**config.mk**
```make
export PLATFORM = sky130hd
export DESIGN_NAME = upi_mul
export DESIGN_NICKNAME = d
export VERILOG_FILES = /design/src/upi_pkg.sv /design/src/upi_mul.sv
export SDC_FILE = /design/constraint.sdc
export NUM_CORES = 2
export LEC_CHECK = 0
export BUFFER_PORTS_ARGS = -buffer_cell sky130_fd_sc_hd__buf_4
export CORE_MARGIN = 1
export CORE_UTILIZATION = 65
export DETAILED_ROUTE_END_ITERATION = 8
export PLACE_DENSITY = 0.83
export SYNTH_ARGS = -nofsm -noshare
export SYNTH_HDL_FRONTEND = slang
export SYNTH_SLANG_ARGS = --single-unit
```
**constraint.sdc**
```tcl
create_clock -name clk -period 10.5 [get_ports clk]
set_input_delay 0.525 -clock clk [delete_from_list [all_inputs] [get_ports clk]]
set_output_delay 0.525 -clock clk [all_outputs]
set_load 0.01 [all_outputs]
```
**src/upi_pkg.sv**
```systemverilog
// Shared types, constants and the CORDIC arctangent table for the pose integrator.
package upi_pkg;

  localparam int VEL_W      = 16;
  localparam int RATE_W     = 20;
  localparam int DT_W       = 16;
  localparam int POS_W      = 32;
  localparam int HEAD_W     = 16;
  localparam int RAD_W      = 24;
  localparam int MUL_W      = 32;
  localparam int PROD_W     = 64;
  localparam int VEC_W      = 34;
  localparam int ATAN_W     = 30;
  localparam int ATAN_IDX_W = 5;
  localparam int TRIG_W     = 32;
  localparam int SQ_W       = 49;
  localparam int DIST_W     = 33;
  localparam int CFG_IDX_W  = 2;
  localparam int CFG_DATA_W = 32;
  localparam int ADV_SH     = 38;

  localparam logic [CFG_IDX_W-1:0] CFG_GOAL_X = 2'd0;
  localparam logic [CFG_IDX_W-1:0] CFG_GOAL_Y = 2'd1;
  localparam logic [CFG_IDX_W-1:0] CFG_RADIUS = 2'd2;

  localparam logic signed [POS_W-1:0]  GOAL_X_RST   = -32'sd262144;
  localparam logic signed [POS_W-1:0]  GOAL_Y_RST   = -32'sd65536;
  localparam logic [RAD_W-1:0]         RADIUS_RST   = 24'd13107;
  localparam logic [23:0]              HEAD_RST24   = 24'd7922688;
  localparam logic signed [VEC_W-1:0]  CORDIC_GAIN  = 34'sd652032874;
  localparam logic signed [PROD_W-1:0] ADV_RND      = 64'sh0000_0020_0000_0000;

  typedef enum logic [3:0] {
    S_IDLE,
    S_HMUL,
    S_HUPD,
    S_VDT,
    S_CORD,
    S_XADD,
    S_YADD,
    S_EX,
    S_EY,
    S_RR,
    S_CMP,
    S_OUT
  } state_t;

  function automatic logic [ATAN_W-1:0] upi_atan(input logic [ATAN_IDX_W-1:0] idx);
    logic [ATAN_W-1:0] r;
    unique case (idx)
      5'd0:    r = 30'h20000000;
      5'd1:    r = 30'h12E4051E;
      5'd2:    r = 30'h09FB385B;
      5'd3:    r = 30'h051111D4;
      5'd4:    r = 30'h028B0D43;
      5'd5:    r = 30'h0145D7E1;
      5'd6:    r = 30'h00A2F61E;
      5'd7:    r = 30'h00517C55;
      5'd8:    r = 30'h0028BE53;
      5'd9:    r = 30'h00145F2F;
      5'd10:   r = 30'h000A2F98;
      5'd11:   r = 30'h000517CC;
      5'd12:   r = 30'h00028BE6;
      5'd13:   r = 30'h000145F3;
      5'd14:   r = 30'h0000A2FA;
      5'd15:   r = 30'h0000517D;
      5'd16:   r = 30'h000028BE;
      5'd17:   r = 30'h0000145F;
      5'd18:   r = 30'h00000A30;
      5'd19:   r = 30'h00000518;
      5'd20:   r = 30'h0000028C;
      5'd21:   r = 30'h00000146;
      5'd22:   r = 30'h000000A3;
      5'd23:   r = 30'h00000051;
      default: r = '0;
    endcase
    return r;
  endfunction

endpackage

```
**src/upi_mul.sv**
```systemverilog
// Shared signed 32x32 multiplier with registered product.
module upi_mul import upi_pkg::*; (
  input  logic                     clk,
  input  logic signed [MUL_W-1:0]  a,
  input  logic signed [MUL_W-1:0]  b,
  output logic signed [PROD_W-1:0] p_r
);

  logic signed [PROD_W-1:0] p_nxt;

  assign p_nxt = PROD_W'(a) * PROD_W'(b);

  always_ff @(posedge clk) begin
    p_r <= p_nxt;
  end

endmodule

```
==> summary.md <==
| Metric | Value |
|---|---|
| Status | `finished clean` |
| Num Clock Sinks | `between 60 and 70` |
| First-pass iteration count of the detailed router | `5` |
| Final WL | `93,000 µm` |
| Die height | `roughly 240 µm` |
| Yosys warning count | `0` |
| Worst EP arrival | `8.67 ns` |
| Share of layout cells above drive strength 1 | `4.74%` |
| Clock Pin Slew Worst Setup and Hold Paths | `roughly 0.06 ns` |
| Root Driver | `clkbuf_16` |
| Top flop regs | `p_r (64)` |
| Most frequent cells in the layout | `fa_1, inv_1, nand2_1` |
| Core box area | `between 50,000 and 60,000 µm²` |
| Critical path type | `primary input to flip-flop` |
| Post-synthesis cell area | `37,600 µm²` |
| Iteration-0 DRC Markers | `about 1.8k` |
| Total I/O pin count | `roughly 130` |
| Cell variety after synth | `70` |
| WL/cell | `about 20 µm` |
| Slew margin rel. | `between 50% and 60%` |
| Starting density of the core | `66.2%` |
| Top cells by area, synth | `fa_1, inv_1, and2_1` |
| RSZ-0062 raised after global routing | `no` |
| Xor and xnor area share after synthesis | `~1.7%` |
| Hold Crit Class | `primary input to flip-flop` |
| GPL Wtd Cong | `around 0.94` |
| Critical Path RT | `10.72 ns` |
| Clk buf depth | `2` |
| Mapped Cells | `between 3k and 4k` |
| Fin. Hold Viols | `0` |
| Area leader, netlist | `fa_1` |
| Mux share of post-synthesis cell area | `0%` |
| Mean area per synthesized cell | `~9.5 µm²` |
| Synth top area share | `between 50% and 60%` |
| Die Footprint | `about 59,000 µm²` |
| Startpoint types | `primary input` |
| Max Fclk | `~120 MHz` |
| Post-synth top flop | `dfxtp_1` |
| Number of vias per cell | `roughly 5.7` |
| Synth Register Bits | `64` |
| Min Tclk post-route | `~8.5 ns` |
| Ys async rst share | `0%` |
| Global route total overflow | `0` |
| EDFF count, synth | `0` |
| Largest net degree at the start of global routing | `33` |
| DIE WIDTH | `between 200 and 250 µm` |
| Largest Register | `p_r` |
| Cts hold-fix bufs | `0` |
| Main combinational cell family by area after synthesis | `adder cells` |
| Worst setup path end | `p_r[63]$_DFF_P_` |
| N_diodes | `0` |
| Peak fanout along the critical path | `32` |
| Seq/Total Area, Yosys | `~3.4%` |
| Area Growth Syn to Fin | `3.80%` |
| Cts bufs inserted | `9` |
| Cts repair resizes | `0` |
| Worst setup startpoint | `b[2]` |
| Setup violations, final | `0` |
| Fin crit share | `80.5%` |
| Post-synthesis simple-gate area fraction | `between 10% and 20%` |
| Largest register FFs | `64` |
| Post-CTS repair timing setup buffer count | `0` |
| Residual DRC | `0` |
| Wire length of the first global-routing pass | `approximately 150,000 µm` |
| Setup TNS | `0 ns` |
| Synthesized net count | `around 5.3k` |
| Hpwl dp | `approximately 76,000 µm` |
| Initial antenna violation count | `1` |
| H-tree levels | `3` |
| Nets | `5,207` |
| Vias in the first global route | `between 20k and 30k` |
| Max Cap Violations | `0` |
| Fin cells | `about 4.6k` |
| Post-synthesis compound-gate area fraction | `under 10%` |
| Commonest non-fill, non-tap cell in the layout | `fa_1` |
| Cell Rows | `87` |
| TritonCTS clock tree | `yes` |
| Via count | `26.6k` |
| Final slew viol count | `0` |
| Worst Max-Slew Pin Slew | `around 0.73 ns` |
| Final antenna-violating net count | `0` |
| Post-Synth Adder-Cell Area | `a little under two thirds` |
| Crit path capture type | `flip-flop` |
| PortBufs | `128` |
| Placed cells | `~4.6k` |
| GRT Total Usage | `between 30 and 40%` |
[logic make-up after synthesis]
family / Yosys count
xor gates and xnor gates: 74
adders and majority gates: 1266
DFF: 64
AOI/OAI and AO/OA: 204
buffers and inverters: 1163
and+or+nand+nor: 1178
[worst min-delay path by stage]
stage,start,endpoint,slack (ns),cells past startpoint
3_3_place_gp,p_r[31]$_DFF_P_,p_r[31],0.92,1
6_report,b[0],p_r[0]$_DFF_P_,0.68,2
2_1_floorplan,b[0],p_r[0]$_DFF_P_,0.65,1
5_1_grt,b[0],p_r[0]$_DFF_P_,0.68,2
3_5_place_dp,p_r[31]$_DFF_P_,p_r[31],0.91,1
4_1_cts,b[0],p_r[0]$_DFF_P_,0.67,2
[cell type report]
type                    instances  area [µm²]
multi-input cells            2722       32000
fillers                      4265       17800
inverters                     949        3560
flip-flops and latches         64        1280
repair buffers                130         976
well taps                     756         946
clock buffers                  10         239
clock inverters                 6        92.6
[Yosys cell counts (4+ instances only)]
library cell,n
dfxtp_1,64
o21bai_1,4
a21oi_1,63
xnor2_1,52
fa_1,1082
nand4_1,11
nand2b_1,13
o21ai_0,36
a211o_1,5
o211ai_1,5
nor2b_1,8
inv_1,949
xor2_1,22
ha_1,184
a21oi_2,5
and2_1,513
nand3_1,17
buf_2,10
and3_1,9
nor3_1,7
clkbuf_1,200
nand2_1,524
a21o_1,33
a31oi_1,5
o21a_1,4
a211oi_2,4
nor2_1,61
[critical path: stages]
cell and delay, ns:
buf_4 0.33, nand2_1 0.15, inv_1 0.15, fa_1 0.45, fa_1 0.56, fa_1 0.71
fa_1 1.01, inv_1 0.42, fa_1 0.59, inv_1 0.05, fa_1 0.53, inv_1 0.05
fa_1 0.47, inv_1 0.05, fa_1 0.45, ha_1 0.46, nand4_1 0.26, or3_1 0.42
o21ai_0 0.22, a211oi_2 0.11, o32ai_1 0.18, nor2_1 0.11, a31o_2 0.25, xnor2_1 0.11
[layer usage]
| metal | global-route usage [%] | up-vias | share of wire (%) |
|---|---|---|---|
| met5 | 0 | - | 0.0097 |
| met4 | 18.1 | 2 | 6.1 |
| met3 | 4.66 | 325 | 7.0 |
| met2 | 57.2 | 1212 | 51 |
| met1 | 41.5 | 13953 | 36 |
| li1 | - | 11087 | - |
[per-stage QoR]
stage	area (µm²)	worst slack (ns)	util [%]	hold WS, ns
floorplan	37600	2.63	-	0.652
global placement	38700	2.00	68.2	0.915
detailed placement	38700	1.83	68.2	0.915
CTS	39100	2.13	68.8	0.669
global route	39100	1.73	68.8	0.683
finish	39100	2.05	68.8	0.679
Power is left out: the tool's default activity adds up to more than one toggle a clock period on the data nets, which glitch-free logic cannot reach.
