$ cat src/upi_pkg.sv
// Shared types, constants and the CORDIC arctangent table for the pose integrator.
package upi_pkg;

  localparam int VEL_W      = 16;
  localparam int RATE_W     = 20;
  localparam int DT_W       = 16;
  localparam int POS_W      = 32;
  localparam int HEAD_W     = 16;
  localparam int RAD_W      = 24;
  localparam int MUL_W      = 32;
  localparam int PROD_W     = 64;
  localparam int VEC_W      = 34;
  localparam int ATAN_W     = 30;
  localparam int ATAN_IDX_W = 5;
  localparam int TRIG_W     = 32;
  localparam int SQ_W       = 49;
  localparam int DIST_W     = 33;
  localparam int CFG_IDX_W  = 2;
  localparam int CFG_DATA_W = 32;
  localparam int ADV_SH     = 38;

  localparam logic [CFG_IDX_W-1:0] CFG_GOAL_X = 2'd0;
  localparam logic [CFG_IDX_W-1:0] CFG_GOAL_Y = 2'd1;
  localparam logic [CFG_IDX_W-1:0] CFG_RADIUS = 2'd2;

  localparam logic signed [POS_W-1:0]  GOAL_X_RST   = -32'sd262144;
  localparam logic signed [POS_W-1:0]  GOAL_Y_RST   = -32'sd65536;
  localparam logic [RAD_W-1:0]         RADIUS_RST   = 24'd13107;
  localparam logic [23:0]              HEAD_RST24   = 24'd7922688;
  localparam logic signed [VEC_W-1:0]  CORDIC_GAIN  = 34'sd652032874;
  localparam logic signed [PROD_W-1:0] ADV_RND      = 64'sh0000_0020_0000_0000;

  typedef enum logic [3:0] {
    S_IDLE,
    S_HMUL,
    S_HUPD,
    S_VDT,
    S_CORD,
    S_XADD,
    S_YADD,
    S_EX,
    S_EY,
    S_RR,
    S_CMP,
    S_OUT
  } state_t;

  function automatic logic [ATAN_W-1:0] upi_atan(input logic [ATAN_IDX_W-1:0] idx);
    logic [ATAN_W-1:0] r;
    unique case (idx)
      5'd0:    r = 30'h20000000;
      5'd1:    r = 30'h12E4051E;
      5'd2:    r = 30'h09FB385B;
      5'd3:    r = 30'h051111D4;
      5'd4:    r = 30'h028B0D43;
      5'd5:    r = 30'h0145D7E1;
      5'd6:    r = 30'h00A2F61E;
      5'd7:    r = 30'h00517C55;
      5'd8:    r = 30'h0028BE53;
      5'd9:    r = 30'h00145F2F;
      5'd10:   r = 30'h000A2F98;
      5'd11:   r = 30'h000517CC;
      5'd12:   r = 30'h00028BE6;
      5'd13:   r = 30'h000145F3;
      5'd14:   r = 30'h0000A2FA;
      5'd15:   r = 30'h0000517D;
      5'd16:   r = 30'h000028BE;
      5'd17:   r = 30'h0000145F;
      5'd18:   r = 30'h00000A30;
      5'd19:   r = 30'h00000518;
      5'd20:   r = 30'h0000028C;
      5'd21:   r = 30'h00000146;
      5'd22:   r = 30'h000000A3;
      5'd23:   r = 30'h00000051;
      default: r = '0;
    endcase
    return r;
  endfunction

endpackage

$ cat src/upi_cordic.sv
// Iterative CORDIC rotator: one micro-rotation per cycle on a shared step unit.
module upi_cordic import upi_pkg::*; #(
  parameter int CORDIC_STEPS = 16,
  parameter int ANGLE_BITS   = 16
) (
  input  logic                     clk,
  input  logic                     rst_n,
  input  logic                     start,
  input  logic [ANGLE_BITS-1:0]    angle,
  output logic                     busy,
  output logic signed [TRIG_W-1:0] cos_o,
  output logic signed [TRIG_W-1:0] sin_o
);

  localparam int CW = $clog2(CORDIC_STEPS);

  logic               busy_r, busy_nxt;
  logic [CW-1:0]      cnt_r, cnt_nxt;
  logic signed [VEC_W-1:0] x_r, x_nxt, y_r, y_nxt, z_r, z_nxt;
  logic               flip_r, flip_nxt;
  logic [31:0]        a32;
  logic               flip_in;
  logic [31:0]        a32f;
  logic signed [VEC_W-1:0] xs, ys, at, cx, sy;

  always_comb begin
    a32      = 32'(angle) << (32 - ANGLE_BITS);
    flip_in  = a32[31] ^ a32[30];
    a32f     = {a32[31] ^ flip_in, a32[30:0]};
    xs       = x_r >>> cnt_r;
    ys       = y_r >>> cnt_r;
    at       = $signed({{(VEC_W-ATAN_W){1'b0}}, upi_atan(ATAN_IDX_W'(cnt_r))});
    busy_nxt = busy_r;
    cnt_nxt  = cnt_r;
    x_nxt    = x_r;
    y_nxt    = y_r;
    z_nxt    = z_r;
    flip_nxt = flip_r;
    if (start) begin
      busy_nxt = 1'b1;
      cnt_nxt  = '0;
      x_nxt    = CORDIC_GAIN;
      y_nxt    = '0;
      z_nxt    = VEC_W'($signed(a32f));
      flip_nxt = flip_in;
    end else if (busy_r) begin
      if (!z_r[VEC_W-1]) begin
        x_nxt = x_r - ys;
        y_nxt = y_r + xs;
        z_nxt = z_r - at;
      end else begin
        x_nxt = x_r + ys;
        y_nxt = y_r - xs;
        z_nxt = z_r + at;
      end
      cnt_nxt = cnt_r + 1'b1;
      if (cnt_r == CW'(CORDIC_STEPS - 1)) begin
        busy_nxt = 1'b0;
      end
    end
  end

  always_ff @(posedge clk) begin
    if (!rst_n) begin
      busy_r <= 1'b0;
      cnt_r  <= '0;
    end else begin
      busy_r <= busy_nxt;
      cnt_r  <= cnt_nxt;
    end
  end

  always_ff @(posedge clk) begin
    x_r    <= x_nxt;
    y_r    <= y_nxt;
    z_r    <= z_nxt;
    flip_r <= flip_nxt;
  end

  assign cx    = flip_r ? -x_r : x_r;
  assign sy    = flip_r ? -y_r : y_r;
  assign cos_o = cx[TRIG_W-1:0];
  assign sin_o = sy[TRIG_W-1:0];
  assign busy  = busy_r;

endmodule

$ cat config.mk
export PLATFORM = sky130hd
export DESIGN_NAME = upi_cordic
export DESIGN_NICKNAME = d
export VERILOG_FILES = /design/src/upi_pkg.sv /design/src/upi_cordic.sv
export SDC_FILE = /design/constraint.sdc
export NUM_CORES = 1
export LEC_CHECK = 0
export BUFFER_PORTS_ARGS = -buffer_cell sky130_fd_sc_hd__buf_4
export CAP_MARGIN = 20
export CORE_MARGIN = 4
export CORE_UTILIZATION = 65
export DETAILED_ROUTE_END_ITERATION = 7
export PLACE_DENSITY = 0.83
export SLEW_MARGIN = 20
export SYNTH_ARGS = -nofsm -noshare
export SYNTH_HDL_FRONTEND = slang
export SYNTH_SLANG_ARGS = --single-unit
$ cat constraint.sdc
create_clock -name clk -period 18.5 [get_ports clk]
set_input_delay 2.775 -clock clk [delete_from_list [all_inputs] [get_ports clk]]
set_output_delay 2.775 -clock clk [all_outputs]
set_load 0.01 [all_outputs]
==> results of run 1 <==
==> per-layer routing <==
| metal | track usage | up-vias | wire length, microns |
|---|---|---|---|
| li1 | - | 7963 | - |
| met1 | 0.4156 | 7876 | 19830 |
| met2 | 0.5864 | 860 | 24450 |
| met3 | 0.04829 | 201 | 3872 |
| met4 | 0.1681 | 0 | 2474 |
| met5 | 0 | - | 0 |
==> layout make-up <==
cell class              instances  share of cell area
flip-flops and latches        138              0.1616
clock inverters                12            0.007700
inverters                      62             0.01267
repair buffers                 98             0.04007
well taps                     335             0.02283
multi-input cells            1849              0.7302
clock buffers                  19             0.02473
diodes                          2           0.0002726
==> registers in the layout, indices dropped and copies added, names as in the netlist <==
name / flops
y_r: 34
cnt_r: 4
x_r: 34
busy: 1
at: 30
z_r: 34
flip_r: 1
==> cell families (layout without fill, tap and decap cells) <==
group	count (synthesis)	in the layout	synth area share
adders and majority gates	115	115	0.08463
xor gates and xnor gates	237	237	0.1202
muxes	172	172	0.1498
AOI/OAI and AO/OA	639	639	0.2351
DFF	138	138	0.1710
and+or+nand+nor	686	686	0.1866
other	0	2	0
buffers and inverters	216	191	0.05268
==> power by group through the flow <==
stage	combinational, uW	clock, uW	sequential [uW]
after floorplan	1610	0	419
after global placement	1930	0	558
after detailed placement	1970	0	563
after CTS	1980	368	556
after global routing	2210	380	573
final	2010	367	568
==> worst paths after layout <==
check / start / to / slack [ns] / cells past startpoint
min reg2reg: z_r[12]$_SDFFE_PP0P_ / z_r[12]$_SDFFE_PP0P_ / 0.47 / 2
max: y_r[3]$_SDFFE_PP0P_ / sin_o[29] / 11.76 / 10
max reg2reg: cnt_r[2]$_SDFFE_PP0P_ / y_r[32]$_SDFFE_PP0P_ / 11.85 / 20
min: z_r[12]$_SDFFE_PP0P_ / z_r[12]$_SDFFE_PP0P_ / 0.47 / 2
==> per-stage QoR <==
| stage | area (sq um) | hold slack [ns] | util | total power [uW] |
|---|---|---|---|---|
| after global routing | 18360 | 0.5116 | 0.7025 | 3164 |
| final | 18360 | 0.4700 | 0.7027 | 2942 |
| after detailed placement | 17760 | 0.4562 | 0.6797 | 2529 |
| after CTS | 18360 | 0.4726 | 0.7025 | 2907 |
| after global placement | 17760 | 0.4416 | 0.6797 | 2490 |
| after floorplan | 17270 | 0.4315 | - | 2031 |
==> cells in the mapped netlist, types with 8 or more instances <==
cell | n | share of area
nor2_1 | 188 | 0.041
nand4_1 | 13 | 0.0047
a21oi_1 | 174 | 0.050
mux2i_1 | 77 | 0.045
buf_1 | 22 | 0.0048
a211o_1 | 9 | 0.0046
o21ai_0 | 164 | 0.048
a31oi_1 | 30 | 0.011
xor2_1 | 84 | 0.043
o21a_1 | 15 | 0.0065
ha_1 | 112 | 0.081
o21bai_1 | 14 | 0.0061
buf_2 | 20 | 0.0058
and3_1 | 15 | 0.0054
clkbuf_1 | 100 | 0.022
mux2_2 | 26 | 0.017
a211oi_1 | 23 | 0.010
o22ai_1 | 10 | 0.0036
o211ai_1 | 14 | 0.0061
a21o_1 | 68 | 0.030
nor4_1 | 12 | 0.0043
or3_1 | 14 | 0.0051
dfxtp_1 | 119 | 0.14
nor2b_1 | 15 | 0.0054
nand2_1 | 245 | 0.053
inv_1 | 60 | 0.013
xnor2_1 | 153 | 0.078
mux4_2 | 64 | 0.083
o41ai_1 | 13 | 0.0066
a31o_2 | 8 | 0.0041
o31ai_1 | 24 | 0.010
nor3_1 | 33 | 0.0096
and2_1 | 22 | 0.0080
nand3_1 | 41 | 0.012
edfxtp_1 | 19 | 0.033
or2_2 | 8 | 0.0029
or4_1 | 13 | 0.0057
nand2b_1 | 34 | 0.012
==> critical path, delay by kind of cell (launching register included) <==
family          cells  cell delay (ns)
xor+xnor            1             0.17
simple gates        6             2.32
flops               1             0.45
buf+inv             2             0.24
compound gates      1             0.34
==> key figures, run 1 <==
Run status
  • Outcome: finished clean

Power and ir drop
  • Internal Power: 1492 uW
  • Sequential power share: 0.193
  • PD cells: 160.2 mW/mm^2
  • Leakage: 0.007777 uW
  • Maximum vdd drop: 0.08790 mV
  • Logic pwr share: 0.682
  • Sw frac: 0.4927
  • NetSw: 1450 uW
  • Clock group share of total power: 0.125

GRT
  • Congestion Overflow GR: 0
  • Largest net degree at the start of global routing: 83
  • First-pass GRT wire length: 81.35 mm
  • Tot GR Track Use: 0.3399
  • Initial antenna violation count: 1
  • Vias in the first global route: 16070

Routing
  • Starting DRT DRC Count: 1659
  • Drt total wl: 50.63 mm
  • Via count: 16900
  • 1st-pass router iterations: 8
  • Routed via count divided by cell count: 6.720
  • Antenna-violating nets left: 0
  • Remaining routing DRC violations: 0
  • Wire per inst: 20.13 microns

Timing
  • Slew margin rel.: 0.3027
  • Post-layout min period: 6.738 ns
  • RSZ-0062 raised after global routing: no
  • Final setup vio count: 0
  • Fin Setup TNS: 0 ns
  • Tightest Pin Transition: 1.045 ns
  • Fmax achieved: 148.4 MHz
  • Final-report hold violation count: 0
  • Final Max Tran Viols: 0
  • Setup slack after layout: 11.76 ns
  • Setup Skew: 0.01493 ns
  • Final Cycle Share: 0.3642

Critical path
  • CP max FO: 11
  • CP max stage delay: 0.57 ns
  • Critical Setup Path Class: reg -> out
  • Slowest cell on crit path: or4_1
  • Crit. End Element: output port
  • Worst Path Required: 15.73 ns
  • Critical path arrival: 3.96 ns
  • Crit path cell chain: nor4_1 -> nor3b_1 -> nand3_1 -> or4_1 -> inv_1 -> nand2_1 -> or4_1 -> o41ai_1 -> xnor2_1 -> buf_4
  • Cell mode on critical path: or4_1
  • Critical Path Source Type: flip-flop

Place
  • Setup WS pre-CTS: 12.02 ns
  • HPWL after DPL: 36.78 mm
  • Final Wtd Congestion: 0.9816
  • IO buf count: 83
  • Placed cell count: 2482

Clocking
  • CTS Hold Buffers Added: 0
  • Cts bufs inserted: 17
  • H-tree depth: 4
  • CTS tree: built
  • Clock sinks: 138
  • Skew-Pair Late Insertion Delay: 0.45 ns
  • Clk slew on worst S/H paths: 0.07 ns
  • Setup Fix Bufs, Post-CTS: 0
  • Clock Tree Root: clkbuf_16
  • Deepest clock path buffer count: 2
  • # resized after CTS: 0

Floorplan
  • Die Y: 171.0 microns
  • IO Pins: 84
  • # rows: 59
  • Die width: 171.0 microns
  • Die Area: 0.02924 sq mm
  • Core Area: 0.02613 sq mm
  • Initial Util: 0.6608

Synthesis
  • Post-synth ARST share: 0
  • Seq/Total Area, Yosys: 0.1710
  • Syn Nets: 2337
  • Mapped Area: 0.01727 sq mm
  • Synthesized netlist cell count: 2203
  • Synth warn: 0
  • Seq cells post-synth: 138
  • Ys flop type: dfxtp_1
  • Number of synthesized flops with an enable pin: 19
  • Mean Syn Cell Area: 7.838 sq um
  • Post-synth cell types: 97

Cells and area
  • Most frequent cells in the layout: 245 x nand2_1, 187 x nor2_1, 174 x a21oi_1
  • Area grow syn2layout: 6.340%
  • Storage cell area: 0.002967 sq mm
  • Fill count: 2171
  • Commonest non-fill, non-tap cell in the layout: nand2_1
  • Multi-input logic area: 0.01341 sq mm
  • Net count, final: 2300
  • Post-Layout Cell Count: 2515
  • Share of cells above drive strength 1: 0.1212

Worst hold path
  • Min-delay worst type: reg -> reg

Job
  • # Max-Cap Violations: 0
(Power assumes the default switching activity.)
==> run 2, diff against run 1 <==
--- a/config.mk
+++ b/config.mk
@@ -8,9 +8,9 @@
 export BUFFER_PORTS_ARGS = -buffer_cell sky130_fd_sc_hd__buf_4
 export CAP_MARGIN = 20
 export CORE_MARGIN = 4
-export CORE_UTILIZATION = 65
+export CORE_UTILIZATION = 58
 export DETAILED_ROUTE_END_ITERATION = 7
-export PLACE_DENSITY = 0.83
+export PLACE_DENSITY = 0.78
 export SLEW_MARGIN = 20
 export SYNTH_ARGS = -nofsm -noshare
 export SYNTH_HDL_FRONTEND = slang
==> constraint.sdc (replaced) <==
create_clock -name clk -period 5.9 [get_ports clk]
set_input_delay 0.885 -clock clk [delete_from_list [all_inputs] [get_ports clk]]
set_output_delay 0.885 -clock clk [all_outputs]
set_load 0.01 [all_outputs]
==> run 2 against run 1 <==
Against the previous run: power increased to 3.2 times the previous value; first-iteration DRC count increased by 8.9%; worst setup slack got worse by 12 ns; global-route usage decreased by 3.6 points; flip-flop and latch count unchanged; utilization decreased by 5.0 points; critical path depth increased by 12; critical path type is now reg -> reg.
==> key figures, run 2 (synthesized netlist as in run 1, its figures left out) <==
Power and ir drop
  • NetSw: 4555 uW
  • Maximum vdd drop: 0.2396 mV
  • Clock group share of total power: 0.123
  • Internal Power: 4779 uW
  • Sw frac: 0.4880
  • Power Total: 9333 uW
  • Sequential power share: 0.176
  • PD cells: 493.1 mW/mm^2
  • Logic pwr share: 0.702
  • Leakage: 0.008056 uW

GRT
  • Congestion Overflow GR: 0
  • Vias in the first global route: 15910
  • Largest net degree at the start of global routing: 91
  • Initial antenna violation count: 1
  • Tot GR Track Use: 0.3042
  • First-pass GRT wire length: 82.25 mm

Critical path
  • CP max stage delay: 0.51 ns
  • WP buf/inv: 2
  • Cell family with most CP delay: compound AO/OA/AOI/OAI gates
  • Slowest cell on crit path: mux4_2
  • Critical Setup Path Class: reg -> reg
  • Worst Path Required: 6.27 ns
  • Critical path arrival: 6.03 ns
  • Crit path cell chain: clkbuf_4 -> buf_4 -> mux4_2 -> mux2_2 -> nor3_1 -> o2111ai_1 -> nor3_2 -> nor2b_1 -> nor2_1 -> xor2_1 -> ha_1 -> a21o_1 -> a21o_1 -> a21o_1 -> a221oi_1 -> o221a_2 -> a21oi_1 -> a221oi_2 -> nand2_1 -> a31oi_1 -> xor2_1 -> a211oi_1
  • CP max FO: 8
  • Crit. End Element: flip-flop
  • Cell mode on critical path: a21o_1
  • Critical Path Source Type: flip-flop

Clocking
  • CTS tree: built
  • Deepest clock path buffer count: 2
  • Clock sinks: 138
  • Cts bufs inserted: 17
  • Clk slew on worst S/H paths: 0.08 ns
  • Skew-Pair Late Insertion Delay: 0.46 ns
  • H-tree depth: 4
  • Clock Tree Root: clkbuf_16

Cells and area
  • Net count, final: 2351
  • Commonest non-fill, non-tap cell in the layout: nand2_1
  • Share of cells above drive strength 1: 0.1448
  • Most frequent cells in the layout: 245 x nand2_1, 186 x nor2_1, 172 x a21oi_1
  • Post-Route Utilization: 0.6524
  • Area grow syn2layout: 9.608%
  • # diodes: 0
  • Fill count: 2496
  • Finished Cell Area: 0.01893 sq mm
  • Largest regs: x_r: 34 flops, y_r: 34 flops, z_r: 34 flops

Job
  • # Max-Cap Violations: 0

Floorplan
  • Die width: 180.5 microns
  • Die Area: 0.03260 sq mm
  • Die Y: 180.5 microns
  • Initial Util: 0.5952
  • IO Pins: 84
  • Core Area: 0.02901 sq mm
  • # rows: 62

Worst hold path
  • Min-delay worst type: reg -> reg

Routing
  • Via count: 16990
  • Drt total wl: 52.40 mm
  • Antenna-violating nets left: 0
  • Wire per inst: 20.04 microns
  • Starting DRT DRC Count: 1806
  • Routed via count divided by cell count: 6.499
  • Remaining routing DRC violations: 0
  • 1st-pass router iterations: 8

Place
  • Final Wtd Congestion: 0.9865
  • Area post-placement: 0.01820 sq mm
  • HPWL after DPL: 38.73 mm
  • IO buf count: 83

Timing
  • Final-report hold violation count: 0
  • Final setup vio count: 0
  • Slew margin rel.: 0.3751
  • Post-layout min period: 5.665 ns
  • Tightest Pin Transition: 0.9306 ns
  • Setup Skew: 0.02276 ns
  • Final Max Tran Viols: 0
  • Final Cycle Share: 0.9602
  • Fmax achieved: 176.5 MHz

Run status
  • Outcome: finished clean
[run 2: cell types whose count changed in the layout (fill, tap and decap cells not counted), sizes merged]
cell      previous run  this run
buf                 98       147
clkbuf              19        21
clkinv               8         3
clkinvlp             1         2
diode                2         0
inv                 63        68
[run 2: repair_timing]
item / CTS / global route
gates resized for setup: 0 / 11
setup endpoints to repair: 0 / 17
hold buffers: 0 / 0
setup buffers: 0 / 8
[run 2: path summary, 6_finish.rpt]
path	start	endpoint	slack [ns]	depth (start not counted)
worst max-delay path	cnt_r[1]$_SDFFE_PP0P_	y_r[32]$_SDFFE_PP0P_	0.23	22
worst min-delay path	z_r[8]$_SDFFE_PP0P_	z_r[8]$_SDFFE_PP0P_	0.47	2
worst min register to register	z_r[8]$_SDFFE_PP0P_	z_r[8]$_SDFFE_PP0P_	0.47	2
worst max register to register	cnt_r[1]$_SDFFE_PP0P_	y_r[32]$_SDFFE_PP0P_	0.23	22
[run 2: cell type report]
class | instances | area, sq um | area share
Multi-Input combinational cell | 1849 | 13440 | 0.7101
Sequential cell | 138 | 2967 | 0.1567
Timing Repair Buffer | 149 | 1210 | 0.06393
Tap cell | 384 | 480.5 | 0.02539
Clock buffer | 19 | 442.9 | 0.02340
Inverter | 62 | 232.7 | 0.01230
Clock inverter | 13 | 153.9 | 0.008131
[run 2: metal layers]
layer  global-route usage  vias to the layer above  wire [microns]
met5                    0                        -              13
met4               0.1343                        2            2285
met3              0.04400                      176            3536
met2               0.5402                      776           25930
met1               0.3654                     7995           20630
li1                     -                     8039               -
[run 2: power groups by stage]
stage / clock [uW] / sequential [uW] / combinational (uW)
2_1_floorplan: 0 / 1320 / 5050
3_3_place_gp: 0 / 1630 / 6290
3_5_place_dp: 0 / 1640 / 6410
4_1_cts: 1160 / 1620 / 6450
5_1_grt: 1200 / 1660 / 7200
6_report: 1150 / 1640 / 6550
[run 2: worst register-to-register path, stage by stage, from the launching register on]
cell       delay [ns]
dfxtp_4          0.45
clkbuf_4         0.24
buf_4            0.13
mux4_2           0.51
mux2_2           0.29
nor3_1           0.35
o2111ai_1        0.28
nor3_2           0.29
nor2b_1          0.32
nor2_1           0.09
xor2_1           0.15
ha_1             0.35
a21o_1           0.20
a21o_1           0.17
a21o_1           0.19
a221oi_1         0.28
o221a_2          0.26
a21oi_1          0.09
a221oi_2         0.31
nand2_1          0.09
a31oi_1          0.21
xor2_1           0.09
a211oi_1         0.23
[run 2: metrics by stage]
stage               hold WS [ns]  setup WS [ns]  instances  setup TNS, ns
floorplan                 0.4315        0.07447       2203              0
global placement          0.4441         0.1574       2573              0
detailed placement        0.4563        0.08749       2573              0
CTS                       0.4726        0.04397       2605              0
global route              0.5006       -0.01871       2614       -0.01871
finish                    0.4673         0.2347       2614              0
